### src/design/seven_segment_text_line_assert.svh
// Assertion macros shared by the seven-segment text line modules.
// Each macro expects clk and arst_n in the scope of the module that uses it.
`ifndef SEVEN_SEGMENT_TEXT_LINE_ASSERT_SVH
`define SEVEN_SEGMENT_TEXT_LINE_ASSERT_SVH

// Check that a condition implies a consequence in the same cycle.
`define SSTL_ASSERT_NOW(label, ante, cons) \
	label: assert property (@(posedge clk) disable iff (!arst_n) (ante) |-> (cons)) \
		else $error("%m: same-cycle check failed");

// Check that a condition implies a consequence in the next cycle.
`define SSTL_ASSERT_NEXT(label, ante, cons) \
	label: assert property (@(posedge clk) disable iff (!arst_n) (ante) |=> (cons)) \
		else $error("%m: next-cycle check failed");

`endif

### src/design/sstl_pkg.sv
// Package for the seven-segment text line: command types, character codes
// and the font lookup. No dependencies.
package sstl_pkg;

	// character codes with a meaning of their own
	localparam logic [7:0] CHAR_NEWLINE = 8'h0A;
	localparam logic [7:0] CHAR_RETURN  = 8'h0D;
	localparam logic [7:0] CHAR_DOT     = 8'h2E;

	// glyphs
	localparam logic [7:0] GLYPH_BLANK = 8'h00;
	localparam logic [7:0] GLYPH_DOT   = 8'h01;

	// depth of the queue between front and back
	localparam int unsigned QUEUE_DEPTH = 2;

	typedef enum logic [1:0] {
		OP_GLYPH,
		OP_DOT,
		OP_NEWLINE,
		OP_RETURN
	} op_t;

	// one classified item as it travels from front to back
	typedef struct packed {
		op_t        op;
		logic [7:0] glyph;
	} cmd_t;

	// font lookup; characters outside space to '9' give a blank
	function automatic logic [7:0] font_glyph(input logic [7:0] ch);
		logic [7:0] g;
		case (ch)
			8'h28:   g = 8'h9c; // '('
			8'h29:   g = 8'hf0; // ')'
			8'h2D:   g = 8'h02; // '-'
			8'h2E:   g = 8'h01; // '.'
			8'h2F:   g = 8'h4a; // '/'
			8'h30:   g = 8'hfc;
			8'h31:   g = 8'h60;
			8'h32:   g = 8'hda;
			8'h33:   g = 8'hf2;
			8'h34:   g = 8'h66;
			8'h35:   g = 8'hb6;
			8'h36:   g = 8'hbe;
			8'h37:   g = 8'he0;
			8'h38:   g = 8'hfe;
			8'h39:   g = 8'hf6;
			default: g = GLYPH_BLANK;
		endcase
		return g;
	endfunction

endpackage

### src/design/sstl_front.sv
// Front of the seven-segment text line: accepts characters, classifies them
// and looks up their glyph. Depends on sstl_pkg.
module sstl_front (
	input  logic                clk,
	input  logic                arst_n,
	input  logic                in_valid,
	output logic                in_stall,
	input  logic [7:0]          char_code,
	output logic                push,
	output sstl_pkg::cmd_t      push_cmd,
	input  logic                q_full
);

	logic           valid_s1;
	sstl_pkg::cmd_t cmd_s1;
	sstl_pkg::cmd_t cmd_class;
	logic           accept;

	// hold the stage while the queue is full
	assign in_stall = valid_s1 & q_full;
	assign accept   = in_valid & ~in_stall;
	assign push     = valid_s1 & ~q_full;
	assign push_cmd = cmd_s1;

	// classify the character
	always_comb begin
		cmd_class.glyph = sstl_pkg::font_glyph(char_code);
		case (char_code)
			sstl_pkg::CHAR_NEWLINE: cmd_class.op = sstl_pkg::OP_NEWLINE;
			sstl_pkg::CHAR_RETURN:  cmd_class.op = sstl_pkg::OP_RETURN;
			sstl_pkg::CHAR_DOT:     cmd_class.op = sstl_pkg::OP_DOT;
			default:                cmd_class.op = sstl_pkg::OP_GLYPH;
		endcase
	end

	// advance the stage valid
	always_ff @(posedge clk or negedge arst_n) begin
		if (!arst_n) begin
			valid_s1 <= 1'b0;
		end else begin
			valid_s1 <= accept | in_stall;
		end
	end

	// load the classified item
	always_ff @(posedge clk) begin
		if (accept) begin
			cmd_s1 <= cmd_class;
		end
	end

endmodule

### src/design/sstl_queue.sv
// Short queue of classified items between front and back of the
// seven-segment text line. Depends on sstl_pkg.
`include "seven_segment_text_line_assert.svh"

module sstl_queue (
	input  logic           clk,
	input  logic           arst_n,
	input  logic           push,
	input  sstl_pkg::cmd_t push_cmd,
	output logic           full,
	input  logic           pop,
	output logic           head_valid,
	output sstl_pkg::cmd_t head_cmd
);

	localparam int unsigned DEPTH = sstl_pkg::QUEUE_DEPTH;
	localparam int unsigned PTR_W = (DEPTH > 1) ? $clog2(DEPTH) : 1;
	localparam int unsigned CNT_W = $clog2(DEPTH + 1);

	sstl_pkg::cmd_t     entry_q [DEPTH];
	logic [PTR_W-1:0]   wr_ptr_q;
	logic [PTR_W-1:0]   rd_ptr_q;
	logic [CNT_W-1:0]   count_q;

	assign full       = (count_q == CNT_W'(DEPTH));
	assign head_valid = (count_q != '0);
	assign head_cmd   = entry_q[rd_ptr_q];

	// advance pointers and fill count
	always_ff @(posedge clk or negedge arst_n) begin
		if (!arst_n) begin
			wr_ptr_q <= '0;
			rd_ptr_q <= '0;
			count_q  <= '0;
		end else begin
			if (push) begin
				wr_ptr_q <= (wr_ptr_q == PTR_W'(DEPTH - 1)) ? '0 : wr_ptr_q + 1'b1;
			end
			if (pop) begin
				rd_ptr_q <= (rd_ptr_q == PTR_W'(DEPTH - 1)) ? '0 : rd_ptr_q + 1'b1;
			end
			if (push && !pop) begin
				count_q <= count_q + 1'b1;
			end else if (pop && !push) begin
				count_q <= count_q - 1'b1;
			end
		end
	end

	// store the pushed item
	always_ff @(posedge clk) begin
		if (push) begin
			entry_q[wr_ptr_q] <= push_cmd;
		end
	end

	`SSTL_ASSERT_NOW(a_no_push_full, full, !push)
	`SSTL_ASSERT_NOW(a_no_pop_empty, !head_valid, !pop)
	`SSTL_ASSERT_NOW(a_count_bound, 1'b1, count_q <= CNT_W'(DEPTH))

endmodule

### src/design/sstl_back.sv
// Back of the seven-segment text line: applies classified items to the digit
// line and cursor and holds the result register. Depends on sstl_pkg.
`include "seven_segment_text_line_assert.svh"

module sstl_back #(
	parameter int unsigned DIGITS = 4
) (
	input  logic           clk,
	input  logic           arst_n,
	input  logic           head_valid,
	input  sstl_pkg::cmd_t head_cmd,
	output logic           pop,
	output logic           out_valid,
	input  logic           out_stall,
	output logic [31:0]    segment_line,
	output logic [2:0]     write_pos,
	output logic           shift_refresh
);

	localparam int unsigned CUR_W = $clog2(DIGITS + 1);
	localparam int unsigned IDX_W = (DIGITS > 1) ? $clog2(DIGITS) : 1;
	localparam int unsigned SHOWN = (DIGITS < 4) ? DIGITS : 4;

	logic [7:0]       digit_q [DIGITS];
	logic [CUR_W-1:0] cursor_q;
	logic [7:0]       digit_n [DIGITS];
	logic [7:0]       shifted [DIGITS];
	logic [CUR_W-1:0] cursor_n;
	logic [CUR_W-1:0] cursor_m1;
	logic [7:0]       prev_digit;
	logic             line_full;
	logic             dot_ok;
	logic             refresh_n;
	logic [31:0]      line_n;
	logic             out_valid_q;
	logic [31:0]      line_q;
	logic [2:0]       pos_q;
	logic             refresh_q;

	// take the head whenever the result register is free or being taken
	assign pop = head_valid & (~out_valid_q | ~out_stall);

	assign cursor_m1  = cursor_q - 1'b1;
	assign prev_digit = digit_q[cursor_m1[IDX_W-1:0]];
	assign line_full  = (cursor_q >= CUR_W'(DIGITS));
	assign dot_ok     = (cursor_q != '0) && !prev_digit[0];

	// line shifted left with the new glyph in the last digit
	always_comb begin
		for (int i = 0; i < DIGITS - 1; i++) begin
			shifted[i] = digit_q[i + 1];
		end
		shifted[DIGITS - 1] = head_cmd.glyph;
	end

	// next line and cursor
	always_comb begin
		refresh_n = 1'b0;
		cursor_n  = cursor_q;
		for (int i = 0; i < DIGITS; i++) begin
			digit_n[i] = digit_q[i];
		end
		case (head_cmd.op)
			sstl_pkg::OP_NEWLINE: begin
				cursor_n = '0;
				for (int i = 0; i < DIGITS; i++) begin
					digit_n[i] = sstl_pkg::GLYPH_BLANK;
				end
			end
			sstl_pkg::OP_RETURN: begin
				cursor_n = '0;
			end
			sstl_pkg::OP_DOT,
			sstl_pkg::OP_GLYPH: begin
				if (head_cmd.op == sstl_pkg::OP_DOT && dot_ok) begin
					for (int i = 0; i < DIGITS; i++) begin
						if (CUR_W'(i) == cursor_m1) begin
							digit_n[i] = digit_q[i] | sstl_pkg::GLYPH_DOT;
						end
					end
				end else if (line_full) begin
					refresh_n = 1'b1;
					for (int i = 0; i < DIGITS; i++) begin
						digit_n[i] = shifted[i];
					end
				end else begin
					cursor_n = cursor_q + 1'b1;
					for (int i = 0; i < DIGITS; i++) begin
						if (CUR_W'(i) == cursor_q) begin
							digit_n[i] = head_cmd.glyph;
						end
					end
				end
			end
			default: begin
				cursor_n = cursor_q;
			end
		endcase
	end

	// pack the shown digits, digit 0 in the top byte
	always_comb begin
		line_n = '0;
		for (int i = 0; i < SHOWN; i++) begin
			line_n[31 - 8 * i -: 8] = digit_n[i];
		end
	end

	// update line state
	always_ff @(posedge clk or negedge arst_n) begin
		if (!arst_n) begin
			cursor_q <= '0;
			for (int i = 0; i < DIGITS; i++) begin
				digit_q[i] <= sstl_pkg::GLYPH_BLANK;
			end
		end else if (pop) begin
			cursor_q <= cursor_n;
			for (int i = 0; i < DIGITS; i++) begin
				digit_q[i] <= digit_n[i];
			end
		end
	end

	// hold the result valid until taken
	always_ff @(posedge clk or negedge arst_n) begin
		if (!arst_n) begin
			out_valid_q <= 1'b0;
		end else if (pop) begin
			out_valid_q <= 1'b1;
		end else if (!out_stall) begin
			out_valid_q <= 1'b0;
		end
	end

	// load the result payload
	always_ff @(posedge clk) begin
		if (pop) begin
			line_q    <= line_n;
			pos_q     <= 3'(cursor_n);
			refresh_q <= refresh_n;
		end
	end

	assign out_valid     = out_valid_q;
	assign segment_line  = line_q;
	assign write_pos     = pos_q;
	assign shift_refresh = refresh_q;

	`SSTL_ASSERT_NEXT(a_newline_blanks, pop && head_cmd.op == sstl_pkg::OP_NEWLINE,
		segment_line == '0 && write_pos == '0 && !shift_refresh)
	`SSTL_ASSERT_NEXT(a_return_rewinds, pop && head_cmd.op == sstl_pkg::OP_RETURN,
		write_pos == '0 && !shift_refresh)
	`SSTL_ASSERT_NOW(a_refresh_at_end, out_valid_q && refresh_q, pos_q == 3'(DIGITS))

endmodule

### src/design/seven_segment_text_line.sv
// Seven-segment text line: characters in, a full line of segment codes out.
// Instantiates sstl_front, sstl_queue and sstl_back; depends on sstl_pkg.
//
// Usage:
//   Input channel (in_valid, in_stall, char_code) carries one ASCII character
//   per item. Output channel (out_valid, out_stall, segment_line, write_pos,
//   shift_refresh) gives exactly one result item per character: the whole
//   line after that character (at most its first four digits), digit 0 in the top byte, the next write
//   position and the overflow refresh flag.
//   An accepted character passes the front classification register, then
//   the two-entry queue, then the back result register before its result is
//   valid. Throughput is one item per cycle while the receiver does not
//   stall; the line update in the back is the loop that sets it.
//   Reset blanks all digits, rewinds the cursor and empties the pipeline.
//   When the receiver stalls, the result register holds, the queue fills
//   behind it, and in_stall rises once the front register cannot drain.
module seven_segment_text_line #(
	parameter int unsigned DIGITS = 4
) (
	input  logic        clk,
	input  logic        arst_n,
	input  logic        in_valid,
	output logic        in_stall,
	input  logic [7:0]  char_code,
	output logic        out_valid,
	input  logic        out_stall,
	output logic [31:0] segment_line,
	output logic [2:0]  write_pos,
	output logic        shift_refresh
);

	logic           push;
	sstl_pkg::cmd_t push_cmd;
	logic           q_full;
	logic           pop;
	logic           head_valid;
	sstl_pkg::cmd_t head_cmd;

	sstl_front u_front (
		.clk       (clk),
		.arst_n    (arst_n),
		.in_valid  (in_valid),
		.in_stall  (in_stall),
		.char_code (char_code),
		.push      (push),
		.push_cmd  (push_cmd),
		.q_full    (q_full)
	);

	sstl_queue u_queue (
		.clk        (clk),
		.arst_n     (arst_n),
		.push       (push),
		.push_cmd   (push_cmd),
		.full       (q_full),
		.pop        (pop),
		.head_valid (head_valid),
		.head_cmd   (head_cmd)
	);

	sstl_back #(
		.DIGITS (DIGITS)
	) u_back (
		.clk           (clk),
		.arst_n        (arst_n),
		.head_valid    (head_valid),
		.head_cmd      (head_cmd),
		.pop           (pop),
		.out_valid     (out_valid),
		.out_stall     (out_stall),
		.segment_line  (segment_line),
		.write_pos     (write_pos),
		.shift_refresh (shift_refresh)
	);

endmodule
### config.mk
export PLATFORM = sky130hd
export DESIGN_NAME = seven_segment_text_line
export DESIGN_NICKNAME = d
export VERILOG_FILES = /design/src/design/sstl_pkg.sv /design/src/design/sstl_front.sv /design/src/design/sstl_queue.sv /design/src/design/sstl_back.sv /design/src/design/seven_segment_text_line.sv
export VERILOG_INCLUDE_DIRS = /design/src /design/src/design
export SDC_FILE = /design/constraint.sdc
export NUM_CORES = 1
export LEC_CHECK = 0
export ABC_AREA = 1
export BUFFER_PORTS_ARGS = -buffer_cell sky130_fd_sc_hd__buf_4
export CAP_MARGIN = 30
export CORE_ASPECT_RATIO = 0.6
export CORE_MARGIN = 2
export CORE_UTILIZATION = 45
export DETAILED_ROUTE_END_ITERATION = 7
export PLACE_DENSITY_LB_ADDON = 0.15
export SYNTH_ARGS = -nofsm -noshare
export SYNTH_HDL_FRONTEND = slang
export SYNTH_SLANG_ARGS = --single-unit
export TNS_END_PERCENT = 20
### constraint.sdc
create_clock -name clk -period 2.6 [get_ports clk]
set_input_delay 0.26 -clock clk [delete_from_list [all_inputs] [get_ports clk]]
set_output_delay 0.26 -clock clk [all_outputs]
set_load 0.1 [all_outputs]
# Yosys cells after proc, flatten, opt, wreduce, memory -nomap -nowiden
# Memories as Yosys holds them, arrays and structs flattened. A register that Yosys moved wholly into a read port is not among the register bits.
# Index checks and enable logic that the tools add are counted.
[word_totals]
reg_bits = 79
ramBits = 20
romBits = 512
input_bits = 12
mem_count = 2
[mem_list]
columns = ["name", "depth", "word_bits", "rd", "rd_ports_with_merged_regs", "wr", "line", "text"]
rows = [
  ["(no name shown)", 64, 8, 1, 1, 0, "sstl_pkg.sv:33", "case (ch)"],
  ["u_queue.entry_q", 2, 10, 1, 0, 1, "sstl_queue.sv:20", "sstl_pkg::cmd_t entry_q [DEPTH];"],
]
[op_classes]
n_addsub = 6
n_lt_le_gt_ge = 2
eq_ne = 14
muxes = 27
bitwise_logic = 12
reduce_logical = 18
[ops]
columns = ["operator", "n"]
rows = [
  ["two-way mux 32 bit", 2],
  ["one-hot mux 32 bit (2 select lines)", 1],
  ["two-way mux 8 bit", 4],
  ["binary-select mux 8 bit (select 2 bit)", 1],
  ["equality test 8 x 4 -> 1 bit, second input constant", 2],
  ["two-way mux 1 bit", 13],
  ["equality test 2 x 3 -> 1 bit, first input constant", 4],
  ["equality test 8 x 6 -> 1 bit, second input constant", 1],
  ["equality test 1 x 3 -> 1 bit, first input constant", 2],
  ["equality test 2 bit, second input constant", 3],
  [">= comparator 3 bit, second input constant", 2],
  ["logical NOT 3 bit", 2],
  ["two-way mux 3 bit", 2],
  ["one-hot mux 2 bit (3 select lines)", 1],
  ["one-hot mux 3 bit (2 select lines)", 1],
  ["OR reduction 2 bit", 3],
  ["inverter 1 bit", 5],
  ["bitwise AND 1 bit", 4],
  ["logical AND 1 bit", 4],
  ["logical NOT 1 bit", 4],
  ["logical NOT 2 bit", 2],
  ["two-way mux 2 bit", 2],
  ["nonzero test 2 bit", 2],
  ["adder 3 x 1 -> 3 bit, second input constant", 1],
  ["9 further kinds", 11],
]

# Longest topological paths before layout
[depth]
word_depth = 10
mapped_depth = 13
depth_no_buf = 12

# Modules after synthesis
# Synthesis repeated with hierarchy kept, for this count alone.
[hier_totals]
hier_cells = 730
area_unflattened_um2 = 6002.0
[modules_own_cells]
columns = ["mod", "n_inst", "cells_each", "area_each_um2", "seq_area_each_um2"]
rows = [
  ["sstl_back", 1, 578, 4302.9, 1981.9],
  ["sstl_queue", 1, 56, 964.7, 700.7],
  ["sstl_front", 1, 96, 734.5, 325.3],
]

# Least setup slack after synthesis
# Ideal clock, no wire load.
[synth_timing]
kind = "reg2reg"
start = "reg u_queue.count_q[0]"
end = "reg u_front.push_cmd[0] (netlist name)"
setup_time_ps = 283
t_arrival_ps = 2914
required_ps = 2317
slack_ps = -598
path_stages_with_launch = 5
n_path_buf = 0
period_less_slack_ps = 3198
path_cell_list = "dfrtp_1 -> nor3_1 -> inv_1 -> nand2_1 -> inv_1"
[synth_between]
elab_chain_cells = 4
[synth_lines]
columns = ["element", "line", "text"]
rows = [
  ["start: declaration", "sstl_queue.sv:23", "logic [CNT_W-1:0] count_q;"],
  ["start signal: assignment", "sstl_queue.sv:43", "count_q <= count_q + 1'b1;"],
  ["start signal: assignment", "sstl_queue.sv:45", "count_q <= count_q - 1'b1;"],
  ["equality test 2 bit", "sstl_queue.sv:25", "assign full = (count_q == CNT_W'(DEPTH));"],
  ["bitwise AND 1 bit", "sstl_front.sv:20", "assign in_stall = valid_s1 & q_full;"],
  ["via in_stall", "seven_segment_text_line.sv:23", "output logic in_stall,"],
  ["inverter 1 bit", "sstl_front.sv:21", "assign accept = in_valid & ~in_stall;"],
  ["bitwise AND 1 bit", "sstl_front.sv:21", ""],
  ["via u_front.accept", "sstl_front.sv:17", "logic accept;"],
]
# The timed path passes the listed nets, and every way through them passes these cells.
# A chain may end at the register's enable or synchronous reset.

==> out/metrics.csv <==
metric,value,unit
I/O pins,50,
synthesis-stage register bit count,107,
Detailed Routing Iterations Pass 1,5,
Post-synth EDFFs,66,
drt drc,0,
Crit path arrival time,2.40,ns
crit path capture type,flip-flop,
"non-filler cells, final",923,
Post CTS Setup Buffer Count,0,
WS Path Type,reg2reg,
DRT iter0 DRCs,444,
"area leader, netlist",edfxtp_1,
Crit path largest cell delay,0.47,ns
fin util,0.541,
Critical Path Slowest Stage Cell,dfrtp_1,
Layout fillers,1154,
CTS tree,done,
Yosys top cell area share,0.346,
Synth top cells by count,"nand2_1, nand3_1, edfxtp_1",
CTS H-Tree Depth,3,
largest net degree at the start of global routing,44,
number of max-slew violations in the final report,0,
"Clk Latency, worst-skew pair",0.35,ns
Slew headroom,0.569,
Initial Util,0.468,
synthesized instance count,703,
cell mode on critical path,nand2_2,
Final HPWL DP,9810,um
die area,0.0137,mm2
internal reg-to-reg setup slack,0.29,ns
Fin. Hold Viols,0,
root buf cell,clkbuf_16,
Final period util,0.887,
Slew @ Worst Pin,0.644,ns
RSZ-0062 raised after global routing,no,
diode count,0,
Layout area overhead,15.4,%
total clock sinks,107,
"count leader, synth",nand2_1,
Placed Cells incl. Taps,906,
class of the most critical hold timing path,in2reg,
sequential element share of the synthesized area,0.526,
clk slew on worst S/H paths,0.07,ns
wire per inst,14.9,um
layout cells sized above 1,0.133,
critical path cell sequence,inv_1 > ha_1 > nand2_2 > nand3_4 > nor2_8 > nand2_2 > o21ai_2 > nand2_1 > and2_1,
mean area per synthesized cell,8.14,um2
initial antenna violation count,0,
number of global-route vias before repair,4501,
Synth Warn #,0,
status,"finished, final reports clean",
Worst setup SP type,flip-flop,
Nets,780,
post-layout min period,2.31,ns
Peak Freq,434,MHz
crit-path max FO,10,
share of flip-flops with an asynchronous set or reset,0.383,
Num CTS Buffers,9,
detailed-route via count,4748,
gpl congestion,0.932,
Final ANT Viol Nets,0,
"top cells by area, synth","edfxtp_1, dfrtp_1, nand2_1",
Setup-failing EPs final,0,
Mapped Area,0.00572,mm2
top_reg_cell synth,edfxtp_1,
GRT overflow,0,
final wirelength,13700,um
Vias/cell,5.14,
all-layer global routing usage,0.216,
Max Root-Sink Buffers,2,
chip width,150,um
Sum Neg Setup Slack,0,ns
Port Buf Inserts,49,
Crit path required time,2.70,ns
synth unique cells,30,
Die Span Y,91.3,um
Post-Syn Nets,730,
total of max-cap violations,0,
Core ar.,0.0122,mm2
first-pass GRT wire length,23000,um
Rows,31,
Fin Clk Skew,0.00628,ns
-- cell families (layout without fill, tap and decap cells) --
kind of cell,Yosys count,after routing,share of synthesized area
DFF,107,107,0.526
adders and majority gates,15,15,0.0328
and+or+nand+nor,407,407,0.296
AOI/OAI and AO/OA,77,77,0.0724
buffers and inverters,93,148,0.0669
xor gates and xnor gates,4,4,0.00613
-- state kept, by name (all words and copies together) (netlist names) --
register	cells
u_queue.count_q	2
u_front.push_cmd	10
u_queue.entry_q	20
u_queue.wr_ptr_q	1
u_back.digit_q	32
u_back.cursor_q	3
u_queue.rd_ptr_q	1
u_back.shift_refresh	1
u_back.segment_line	32
u_back.out_valid	1
u_front.valid_s1	1
u_back.write_pos	3
-- per-stage QoR --
stage          setup slack (ns)  hold WS, ns  area [um2]
6_report                  0.294        0.107        6600
5_1_grt                   0.153        0.105        6600
4_1_cts                   0.306        0.101        6600
3_5_place_dp              0.338        0.312        6300
3_3_place_gp              0.416        0.305        6300
2_1_floorplan             0.177      -0.0356        5730
-- worst max-delay path: cells and delay by family, from the launching register on --
kind | cells | cell delay [ns]
AND/OR/NAND/NOR | 6 | 0.90
flip-flops | 1 | 0.47
adder cells (fa/ha/maj) | 1 | 0.30
AO/OA/AOI/OAI | 1 | 0.20
buffers and inverters | 1 | 0.18
-- metal layers --
| metal | vias up | track usage | share of wire |
|---|---|---|---|
| met3 | 11 | 0.0417 | 0.060 |
| met2 | 157 | 0.308 | 0.41 |
| met1 | 2208 | 0.336 | 0.53 |
| li1 | 2372 | - | - |
| met4 | 0 | 0.0484 | 0.0064 |
| met5 | - | 0 | 0 |
-- layout make-up --
class / instances / area [um2] / share of cell area
repair buffers: 67 / 518 / 0.0784
multi-input cells: 503 / 2340 / 0.354
flip-flops and latches: 107 / 3010 / 0.455
well taps: 165 / 206 / 0.0313
clock buffers: 9 / 225 / 0.0341
inverters: 65 / 244 / 0.0369
clock inverters: 7 / 63.8 / 0.00966
-- final timing paths --
path / start / end / depth (start not counted)
worst max-delay path: u_back.cursor_q[0]$_DFFE_PN0P_ / u_back.segment_line[4]$_DFFE_PP_ / 9
worst min-delay path: in_valid / u_front.valid_s1$_DFF_PN0_ / 2
worst min register to register: u_front.push_cmd[5]$_SDFFCE_PP0P_ / u_queue.entry_q[1][5]$_DFFE_PP_ / 0
min in group asynchronous: arst_n / u_back.digit_q[30]$_DFFE_PN0P_ / 2
max in group asynchronous: arst_n / u_back.digit_q[5]$_DFFE_PN0P_ / 2
worst max register to register: u_back.cursor_q[0]$_DFFE_PN0P_ / u_back.segment_line[4]$_DFFE_PP_ / 9
-- what timing repair did --
| item | 4_1_cts | 5_1_grt |
|---|---|---|
| endpoints found under the setup margin | 0 | 0 |
| hold endpoints to repair | 41 | 0 |
| hold buffers | 1 | 0 |
| gates resized for setup | 0 | 0 |
-- cell usage in the layout (no fill, tap or decap) --
cell,n
a21boi_0,2
a21oi_1,24
a31o_2,1
a31oi_1,3
and2_1,7
buf_12,1
buf_4,65
clkbuf_16,9
clkinv_1,1
clkinv_4,1
clkinv_8,1
clkinvlp_4,2
dfrtp_1,41
dlygate4sd3_1,1
edfxtp_1,66
ha_1,15
inv_1,61
inv_2,4
inv_6,1
inv_8,1
nand2_1,266
nand2_2,4
nand3_1,71
nand3_4,1
nand4_1,2
nor2_1,48
nor2_2,1
nor2_8,1
nor3_1,2
nor3_2,1
o211ai_1,2
o21ai_0,39
o21ai_1,2
o21ai_2,4
or2_2,3
xnor2_1,2
xor2_1,2
Power is left out: the tool's default activity adds up to more than one toggle a clock period on the data nets, which glitch-free logic cannot reach.
